`config.mk`:
```
export PLATFORM = sky130hd
export DESIGN_NAME = postfix_expression_evaluator_core
export DESIGN_NICKNAME = d
export VERILOG_FILES = /design/src/rtl/pfe_pkg.sv /design/src/rtl/pfe_div.sv /design/src/rtl/pfe_dp.sv /design/src/rtl/pfe_ctrl.sv /design/src/rtl/postfix_expression_evaluator_core.sv
export SDC_FILE = /design/constraint.sdc
export NUM_CORES = 2
export LEC_CHECK = 0
export BUFFER_PORTS_ARGS = -buffer_cell sky130_fd_sc_hd__buf_2
export CAP_MARGIN = 20
export CORE_UTILIZATION = 45
export DETAILED_ROUTE_END_ITERATION = 16
export GPL_TIMING_DRIVEN = 0
export HOLD_SLACK_MARGIN = 0.1
export PLACE_DENSITY = 0.66
export SETUP_SLACK_MARGIN = 0.05
export SLEW_MARGIN = 10
export SYNTH_ARGS = -nofsm -noshare
export SYNTH_HDL_FRONTEND = slang
export SYNTH_SLANG_ARGS = --single-unit
```
`constraint.sdc`:
```
create_clock -name clk_i -period 13.9 [get_ports clk_i]
set_clock_uncertainty 0.1 [all_clocks]
set_input_delay 1.39 -clock clk_i [delete_from_list [all_inputs] [get_ports clk_i]]
set_output_delay 1.39 -clock clk_i [all_outputs]
set_load 0.02 [all_outputs]
```
`src/rtl/pfe_pkg.sv`:
```
// Shared types and constants of the postfix expression evaluator.
package pfe_pkg;

  localparam int unsigned DATA_W = 32;
  localparam int unsigned CODE_W = 3;
  localparam int unsigned STEP_W = $clog2(DATA_W);

  localparam logic [CODE_W-1:0] OP_ADD = 3'd0;
  localparam logic [CODE_W-1:0] OP_SUB = 3'd1;
  localparam logic [CODE_W-1:0] OP_MUL = 3'd2;
  localparam logic [CODE_W-1:0] OP_DIV = 3'd3;

  typedef enum logic [2:0] {
    ST_OK        = 3'd0,
    ST_UNDERFLOW = 3'd1,
    ST_DIVZERO   = 3'd2,
    ST_ILLEGAL   = 3'd3,
    ST_EMPTY     = 3'd4,
    ST_OVERFLOW  = 3'd5
  } pfe_status_e;

  typedef enum logic [2:0] {
    S_IDLE,
    S_DECODE,
    S_FETCH,
    S_DIV,
    S_COMMIT,
    S_FINISH
  } pfe_state_e;

  // Commands from the controller to the datapath.
  typedef struct packed {
    logic        load_tok;
    logic        push;
    logic        set_err;
    pfe_status_e err_val;
    logic        rd_issue;
    logic        div_start;
    logic        res_load;
    logic        commit;
    logic        emit;
  } pfe_cmd_t;

  // Status from the datapath to the controller.
  typedef struct packed {
    logic              is_op;
    logic [CODE_W-1:0] code;
    logic              last;
    logic              err_set;
    logic              full;
    logic              lt2;
    logic              tos_zero;
    logic              div_done;
  } pfe_stat_t;

endpackage

```
`src/rtl/pfe_div.sv`:
```
// Radix-2 restoring divider, one quotient bit per cycle.
module pfe_div (
  input  logic                       clk_i,
  input  logic                       rst_ni,
  input  logic                       start_i,
  input  logic [pfe_pkg::DATA_W-1:0] dividend_i,
  input  logic [pfe_pkg::DATA_W-1:0] divisor_i,
  output logic                       done_o,
  output logic [pfe_pkg::DATA_W-1:0] quotient_o
);
  import pfe_pkg::*;

  logic              run_q, run_d;
  logic              done_q, done_d;
  logic [STEP_W-1:0] step_q, step_d;
  logic [DATA_W-1:0] rem_q, rem_d;
  logic [DATA_W-1:0] quo_q, quo_d;
  logic [DATA_W:0]   shifted;
  logic [DATA_W:0]   diff;

  assign shifted = {rem_q, quo_q[DATA_W-1]};
  assign diff    = shifted - {1'b0, divisor_i};

  always_comb begin
    run_d  = run_q;
    done_d = 1'b0;
    step_d = step_q;
    rem_d  = rem_q;
    quo_d  = quo_q;
    if (start_i) begin
      run_d  = 1'b1;
      step_d = '0;
      rem_d  = '0;
      quo_d  = dividend_i;
    end else if (run_q) begin
      if (!diff[DATA_W]) begin
        rem_d = diff[DATA_W-1:0];
        quo_d = {quo_q[DATA_W-2:0], 1'b1};
      end else begin
        rem_d = shifted[DATA_W-1:0];
        quo_d = {quo_q[DATA_W-2:0], 1'b0};
      end
      step_d = step_q + STEP_W'(1);
      if (step_q == STEP_W'(DATA_W - 1)) begin
        run_d  = 1'b0;
        done_d = 1'b1;
      end
    end
  end

  always_ff @(posedge clk_i or negedge rst_ni) begin
    if (!rst_ni) begin
      run_q  <= 1'b0;
      done_q <= 1'b0;
      step_q <= '0;
    end else begin
      run_q  <= run_d;
      done_q <= done_d;
      step_q <= step_d;
    end
  end

  always_ff @(posedge clk_i) begin
    rem_q <= rem_d;
    quo_q <= quo_d;
  end

  assign done_o     = done_q;
  assign quotient_o = quo_q;

endmodule

```
`src/rtl/pfe_dp.sv`:
```
// Datapath: token register, value stack with cached top, ALU, divider, result register.
module pfe_dp #(
  parameter int unsigned STACK_DEPTH = 16
) (
  input  logic                       clk_i,
  input  logic                       rst_ni,
  input  pfe_pkg::pfe_cmd_t          cmd_i,
  output pfe_pkg::pfe_stat_t         stat_o,
  input  logic                       is_operator_i,
  input  logic [pfe_pkg::DATA_W-1:0] operand_value_i,
  input  logic [pfe_pkg::CODE_W-1:0] operator_code_i,
  input  logic                       last_token_i,
  output logic                       result_valid_o,
  output logic [pfe_pkg::DATA_W-1:0] result_value_o,
  output logic [2:0]                 status_o
);
  import pfe_pkg::*;

  localparam int unsigned AW = $clog2(STACK_DEPTH);
  localparam int unsigned CW = $clog2(STACK_DEPTH + 1);

  logic              tok_op_q;
  logic [DATA_W-1:0] tok_val_q;
  logic [CODE_W-1:0] tok_code_q;
  logic              tok_last_q;

  logic [CW-1:0]     cnt_q, cnt_d;
  pfe_status_e       err_q, err_d;
  logic [DATA_W-1:0] tos_q, tos_d;
  logic [DATA_W-1:0] rd_q;
  logic [DATA_W-1:0] res_q, res_d;

  logic              out_valid_q;
  logic [DATA_W-1:0] out_value_q;
  pfe_status_e       out_status_q;

  logic [DATA_W-1:0] mem [STACK_DEPTH];
  logic [CW-1:0]     cnt_m1, cnt_m2;
  logic [AW-1:0]     wr_addr, rd_addr;
  logic [DATA_W-1:0] quotient;
  logic              div_done;

  assign cnt_m1  = cnt_q - CW'(1);
  assign cnt_m2  = cnt_q - CW'(2);
  assign wr_addr = cnt_m1[AW-1:0];
  assign rd_addr = cnt_m2[AW-1:0];

  // Entries below the cached top; tos_q holds entry cnt-1.
  always_ff @(posedge clk_i) begin
    if (cmd_i.push && (cnt_q != '0)) begin
      mem[wr_addr] <= tos_q;
    end
    if (cmd_i.rd_issue) begin
      rd_q <= mem[rd_addr];
    end
  end

  always_ff @(posedge clk_i) begin
    if (cmd_i.load_tok) begin
      tok_op_q   <= is_operator_i;
      tok_val_q  <= operand_value_i;
      tok_code_q <= operator_code_i;
      tok_last_q <= last_token_i;
    end
    tos_q <= tos_d;
    res_q <= res_d;
  end

  pfe_div u_div (
    .clk_i      (clk_i),
    .rst_ni     (rst_ni),
    .start_i    (cmd_i.div_start),
    .dividend_i (rd_q),
    .divisor_i  (tos_q),
    .done_o     (div_done),
    .quotient_o (quotient)
  );

  always_comb begin
    res_d = res_q;
    if (cmd_i.res_load) begin
      unique case (tok_code_q)
        OP_ADD:  res_d = rd_q + tos_q;
        OP_SUB:  res_d = rd_q - tos_q;
        OP_MUL:  res_d = rd_q * tos_q;
        default: res_d = quotient;
      endcase
    end
  end

  always_comb begin
    cnt_d = cnt_q;
    err_d = err_q;
    tos_d = tos_q;
    if (cmd_i.push) begin
      tos_d = tok_val_q;
      cnt_d = cnt_q + CW'(1);
    end
    if (cmd_i.commit) begin
      tos_d = res_q;
      cnt_d = cnt_m1;
    end
    if (cmd_i.set_err) begin
      err_d = cmd_i.err_val;
    end
    if (cmd_i.emit) begin
      cnt_d = '0;
      err_d = ST_OK;
    end
  end

  always_ff @(posedge clk_i or negedge rst_ni) begin
    if (!rst_ni) begin
      cnt_q       <= '0;
      err_q       <= ST_OK;
      out_valid_q <= 1'b0;
    end else begin
      cnt_q       <= cnt_d;
      err_q       <= err_d;
      out_valid_q <= cmd_i.emit;
    end
  end

  always_ff @(posedge clk_i) begin
    if (cmd_i.emit) begin
      if (err_q != ST_OK) begin
        out_value_q  <= '0;
        out_status_q <= err_q;
      end else if (cnt_q == '0) begin
        out_value_q  <= '0;
        out_status_q <= ST_EMPTY;
      end else begin
        out_value_q  <= tos_q;
        out_status_q <= ST_OK;
      end
    end
  end

  assign result_valid_o = out_valid_q;
  assign result_value_o = out_value_q;
  assign status_o       = out_status_q;

  assign stat_o.is_op    = tok_op_q;
  assign stat_o.code     = tok_code_q;
  assign stat_o.last     = tok_last_q;
  assign stat_o.err_set  = (err_q != ST_OK);
  assign stat_o.full     = (cnt_q == CW'(STACK_DEPTH));
  assign stat_o.lt2      = (cnt_q < CW'(2));
  assign stat_o.tos_zero = (tos_q == '0);
  assign stat_o.div_done = div_done;

endmodule

```
`src/rtl/pfe_ctrl.sv`:
```
// Controller state machine: sequences one token through the datapath.
module pfe_ctrl (
  input  logic               clk_i,
  input  logic               rst_ni,
  input  logic               start,
  output logic               busy,
  input  pfe_pkg::pfe_stat_t stat_i,
  output pfe_pkg::pfe_cmd_t  cmd_o
);
  import pfe_pkg::*;

  pfe_state_e state_q, state_d;

  always_ff @(posedge clk_i or negedge rst_ni) begin
    if (!rst_ni) begin
      state_q <= S_IDLE;
    end else begin
      state_q <= state_d;
    end
  end

  always_comb begin
    state_d = state_q;
    cmd_o   = '0;
    cmd_o.err_val = ST_OK;
    busy    = (state_q != S_IDLE);
    unique case (state_q)
      S_IDLE: begin
        if (start) begin
          cmd_o.load_tok = 1'b1;
          state_d        = S_DECODE;
        end
      end
      S_DECODE: begin
        state_d = S_FINISH;
        priority if (stat_i.err_set) begin
          // sticky error: drop the token
        end else if (!stat_i.is_op) begin
          if (stat_i.full) begin
            cmd_o.set_err = 1'b1;
            cmd_o.err_val = ST_OVERFLOW;
          end else begin
            cmd_o.push = 1'b1;
          end
        end else if (stat_i.lt2) begin
          cmd_o.set_err = 1'b1;
          cmd_o.err_val = ST_UNDERFLOW;
        end else if (stat_i.code[2]) begin
          cmd_o.set_err = 1'b1;
          cmd_o.err_val = ST_ILLEGAL;
        end else begin
          cmd_o.rd_issue = 1'b1;
          state_d        = S_FETCH;
        end
      end
      S_FETCH: begin
        if (stat_i.code == OP_DIV) begin
          if (stat_i.tos_zero) begin
            cmd_o.set_err = 1'b1;
            cmd_o.err_val = ST_DIVZERO;
            state_d       = S_FINISH;
          end else begin
            cmd_o.div_start = 1'b1;
            state_d         = S_DIV;
          end
        end else begin
          cmd_o.res_load = 1'b1;
          state_d        = S_COMMIT;
        end
      end
      S_DIV: begin
        if (stat_i.div_done) begin
          cmd_o.res_load = 1'b1;
          state_d        = S_COMMIT;
        end
      end
      S_COMMIT: begin
        cmd_o.commit = 1'b1;
        state_d      = S_FINISH;
      end
      S_FINISH: begin
        cmd_o.emit = stat_i.last;
        state_d    = S_IDLE;
      end
      default: begin
        state_d = S_IDLE;
      end
    endcase
  end

endmodule

```
`src/rtl/postfix_expression_evaluator_core.sv`:
```
// Top level of the postfix expression evaluator: controller plus datapath.
//
// Evaluates a reverse Polish expression one token per command on an unsigned
// 32-bit stack of STACK_DEPTH values. A token transfers at a rising edge with
// start high and busy low; busy then stays high until the token is done.
// Operand tokens pass through decode and finish; add, subtract and multiply
// also pass through fetch and commit, and divide waits between them on the radix-2
// divider that retires one quotient bit per cycle. Only the token marked last
// produces a result: result_valid_o pulses for exactly one cycle, the first
// cycle with busy low again, with result_value_o and status_o beside it. The
// receiver cannot stall, so capture the result on that pulse. The first error
// of an expression is kept and later tokens are dropped until the last token;
// result_value_o is zero whenever status_o is not ok. The stack and error
// clear after each last token. The top of stack lives in a register and the
// rest in a single-port-read memory, so no clearing pass is needed after
// reset.
module postfix_expression_evaluator_core #(
  parameter int unsigned STACK_DEPTH = 16
) (
  input  logic                       clk_i,
  input  logic                       rst_ni,
  input  logic                       start,
  output logic                       busy,
  input  logic                       is_operator_i,
  input  logic [pfe_pkg::DATA_W-1:0] operand_value_i,
  input  logic [pfe_pkg::CODE_W-1:0] operator_code_i,
  input  logic                       last_token_i,
  output logic                       result_valid_o,
  output logic [pfe_pkg::DATA_W-1:0] result_value_o,
  output logic [2:0]                 status_o
);
  import pfe_pkg::*;

  pfe_cmd_t  cmd;
  pfe_stat_t stat;

  // Sequence each token: decode, then for an operator fetch the operand below the top, execute and commit, then finish.
  pfe_ctrl u_ctrl (
    .clk_i  (clk_i),
    .rst_ni (rst_ni),
    .start  (start),
    .busy   (busy),
    .stat_i (stat),
    .cmd_o  (cmd)
  );

  // Hold the stack, error state and result register.
  pfe_dp #(
    .STACK_DEPTH (STACK_DEPTH)
  ) u_dp (
    .clk_i           (clk_i),
    .rst_ni          (rst_ni),
    .cmd_i           (cmd),
    .stat_o          (stat),
    .is_operator_i   (is_operator_i),
    .operand_value_i (operand_value_i),
    .operator_code_i (operator_code_i),
    .last_token_i    (last_token_i),
    .result_valid_o  (result_valid_o),
    .result_value_o  (result_value_o),
    .status_o        (status_o)
  );

endmodule
```
==> out/metrics.cfg <==
[placed_design]
io_buffers = 76
post-dp-hpwl_microns = 111000
dp.cells = 5351
place_area_sq_um = 51500
gp_congestion = 0.981

[run_status]
outcome = completed

[floorplan]
coreArea_sq_um = 107000
io_pins = 77
die_area_sq_um = 110000
rows = 120
die_h_microns = 331
initial_core_util_pct = 45.4
die_x_microns = 331

[sta]
period_needed_ns = 10.14
hold_viol = 0
worst_slew_pin_slew_ns = 1.19
fin_setup_tns_ns = 0
finalSetupViolCount = 0
rsz0062_at_grt = no
slew_violations = 0
clock.fmax_mhz = 98.6
slew_headroom_pct = 20.9
finalCritPeriodShare_pct = 73.0

[logic_synthesis]
synth.yosys.seq_area_share_pct = 46.2
syn_nets = 4491
yosysMostFrequentCell = edfxtp_1
syn_avg_cell_area_sq_um = 12.7
synth-edff-count = 712
synthArstFlopShare_pct = 2.49
yosys.cell_types.count = 85
ys_ff_latch = 763
synth_area_sq_um = 48700
synthTopCellsByArea = edfxtp_1, fa_1, mux4_2
synth_flop_cell = edfxtp_1
netlist_top_cells_count = edfxtp_1, nand2_1, inv_1
synth_warnings = 0
synth_top_area_cell = edfxtp_1
syn_inst = 3843
synth_top_area_share_pct = 43.9

[cells_and_area]
final_area_sq_um = 54100
stdcell_count = 5495
layout.nets = 4683
drive_gt1_share_pct = 10.4
syn_to_final_growth_pct = 11.0

[cts]
cts.sinks = 763
cts-root-buf = clkbuf_16
clockBufferDepth = 3
cts_tree = done
path_clk_slew_ns = 0.07
h-tree-depth = 3
cts-hold-fix-buffers = 0
cts_setup_buffers = 0
cts_resized = 0
cts_buffers = 76
clk_latency_ns = 0.66

[drt]
vias = 32100
dr.first_iter.drc_count = 3821
via_per_inst = 5.84
drtPass1Iterations = 5
routedWlPerCell_microns = 27.3
wl_microns = 150000
drc = 0
postRouteAntennaNets = 0

[grt]
grt_pass1_wl_microns = 218000
grtUsageTotal_pct = 27.9
grt_pass1_vias = 32200
antenna_found_initial = 11
grt.overflow.total = 0
grt_start_max_net_pins = 37

[critical_path]
reg2reg_to = u_dp.res_q[31]$_DFFE_PP_
rrSetupSlack_ns = 3.76
crit_slowest_cell = edfxtp_1
r2r_cells = 28
critPathMostFrequentCell = fa_1
crit_path_max_incr_delay_ns = 0.95
worstSetupEndpoint = u_dp.res_q[31]$_DFFE_PP_
path_max_fanout = 20
crit_start = u_dp.tos_q[13]$_DFFE_PP_
cp.required_ns = 14.11
reg2reg_from = u_dp.tos_q[13]$_DFFE_PP_
end_kind = flop
crit_path_start_kind = flop
path_class = reg2reg
critical_path_arrival_ns = 10.35

[hold_path]
hp-class = reg2reg
hold-path-cell-count = 2
hold_start = u_dp.u_div.rem_q[1]$_SDFFE_PP0P_

[run]
drv_cap = 0

[worst max-delay path, delay by kind of cell, from the launching register on]
| kind | cells | cell delay, ns |
|---|---|---|
| AND/OR/NAND/NOR | 1 | 0.26 |
| adder cells (fa/ha/maj) | 9 | 3.94 |
| flip-flops | 1 | 0.95 |
| AO/OA/AOI/OAI | 9 | 2.09 |
| buffers and inverters | 8 | 1.96 |
| XOR/XNOR | 1 | 0.44 |
[cells in the final DEF (no fill, tap or decap), types with 32 or more instances in the layout]
cell,instances
xor2_1,43
a21oi_1,113
ha_1,198
fa_1,410
nor2_1,111
mux4_2,160
buf_2,80
nor3_1,48
clkbuf_16,76
xnor2_1,133
inv_1,440
clkbuf_1,193
nand2_1,498
edfxtp_1,712
dfxtp_1,32
and2_1,289
o21ai_0,86
[per-stage QoR]
step / setup WS (ns) / util (%) / hold slack (ns)
6_report: 3.76 / 50.4 / 0.390
5_1_grt: 3.39 / 50.4 / 0.413
4_1_cts: 3.87 / 50.3 / 0.386
3_5_place_dp: 3.91 / 48.1 / 0.375
3_3_place_gp: 3.94 / 47.4 / 0.377
2_1_floorplan: 6.49 / - / 0.359
[layer usage]
metal	wire, microns	track usage [%]	share of wire, %	up-vias
met5	26	0	0.017	-
met4	6630	10.9	4.4	6
met3	14900	5.45	9.9	331
met2	68300	43.4	45	1693
met1	60200	38.8	40	16500
li1	-	-	-	13500
[area by class of cell]
type                       instances  area, sq um
antenna                            3         7.51
buffer                           191          746
clock buffer                      95         1970
clock inverter                    37          419
fill                            9312        53100
inverter                         442         1660
multi-input combinational       2447        23900
sequential                       763        22500
tap                             1403         1760
timing repair buffer             114         1070
[state kept, by name, indices dropped and copies added, names as in the netlist, 3 cells and up]
signal,cells
u_dp.mem,512
u_dp.tok_val_q,32
u_dp.rd_q,32
u_dp.u_div.quotient_o,32
u_dp.status_o,3
u_dp.tos_q,32
u_dp.tok_code_q,3
u_dp.res_q,32
u_dp.err_q,3
u_dp.u_div.rem_q,32
u_dp.u_div.step_q,5
u_dp.cnt_q,5
u_ctrl.state_q,3
u_dp.result_value_o,32
[kinds of logic (layout without fill, tap and decap cells)]
logic type	Yosys count	count (layout)	share of synthesized area [%]
AND/OR/NAND/NOR	1086	1086	10.7
adder cells (fa/ha/maj)	608	608	21.9
buffers and inverters	633	879	4.94
other	0	3	0
AO/OA/AOI/OAI	395	395	5.23
flip-flops	763	763	46.2
multiplexers	182	182	7.85
XOR/XNOR	176	176	3.17
[worst min path at each step]
stage               slack (ns)                                 to
floorplan                 0.36  u_dp.u_div.rem_q[18]$_SDFFE_PP0P_
global placement          0.38   u_dp.u_div.rem_q[1]$_SDFFE_PP0P_
detailed placement        0.38   u_dp.u_div.rem_q[1]$_SDFFE_PP0P_
CTS                       0.39   u_dp.u_div.rem_q[1]$_SDFFE_PP0P_
global route              0.41  u_dp.u_div.rem_q[18]$_SDFFE_PP0P_
finish                    0.39   u_dp.u_div.rem_q[1]$_SDFFE_PP0P_
Power is not shown: default switching activity piles up to over one toggle a cycle in this logic, so the estimate is an artifact.
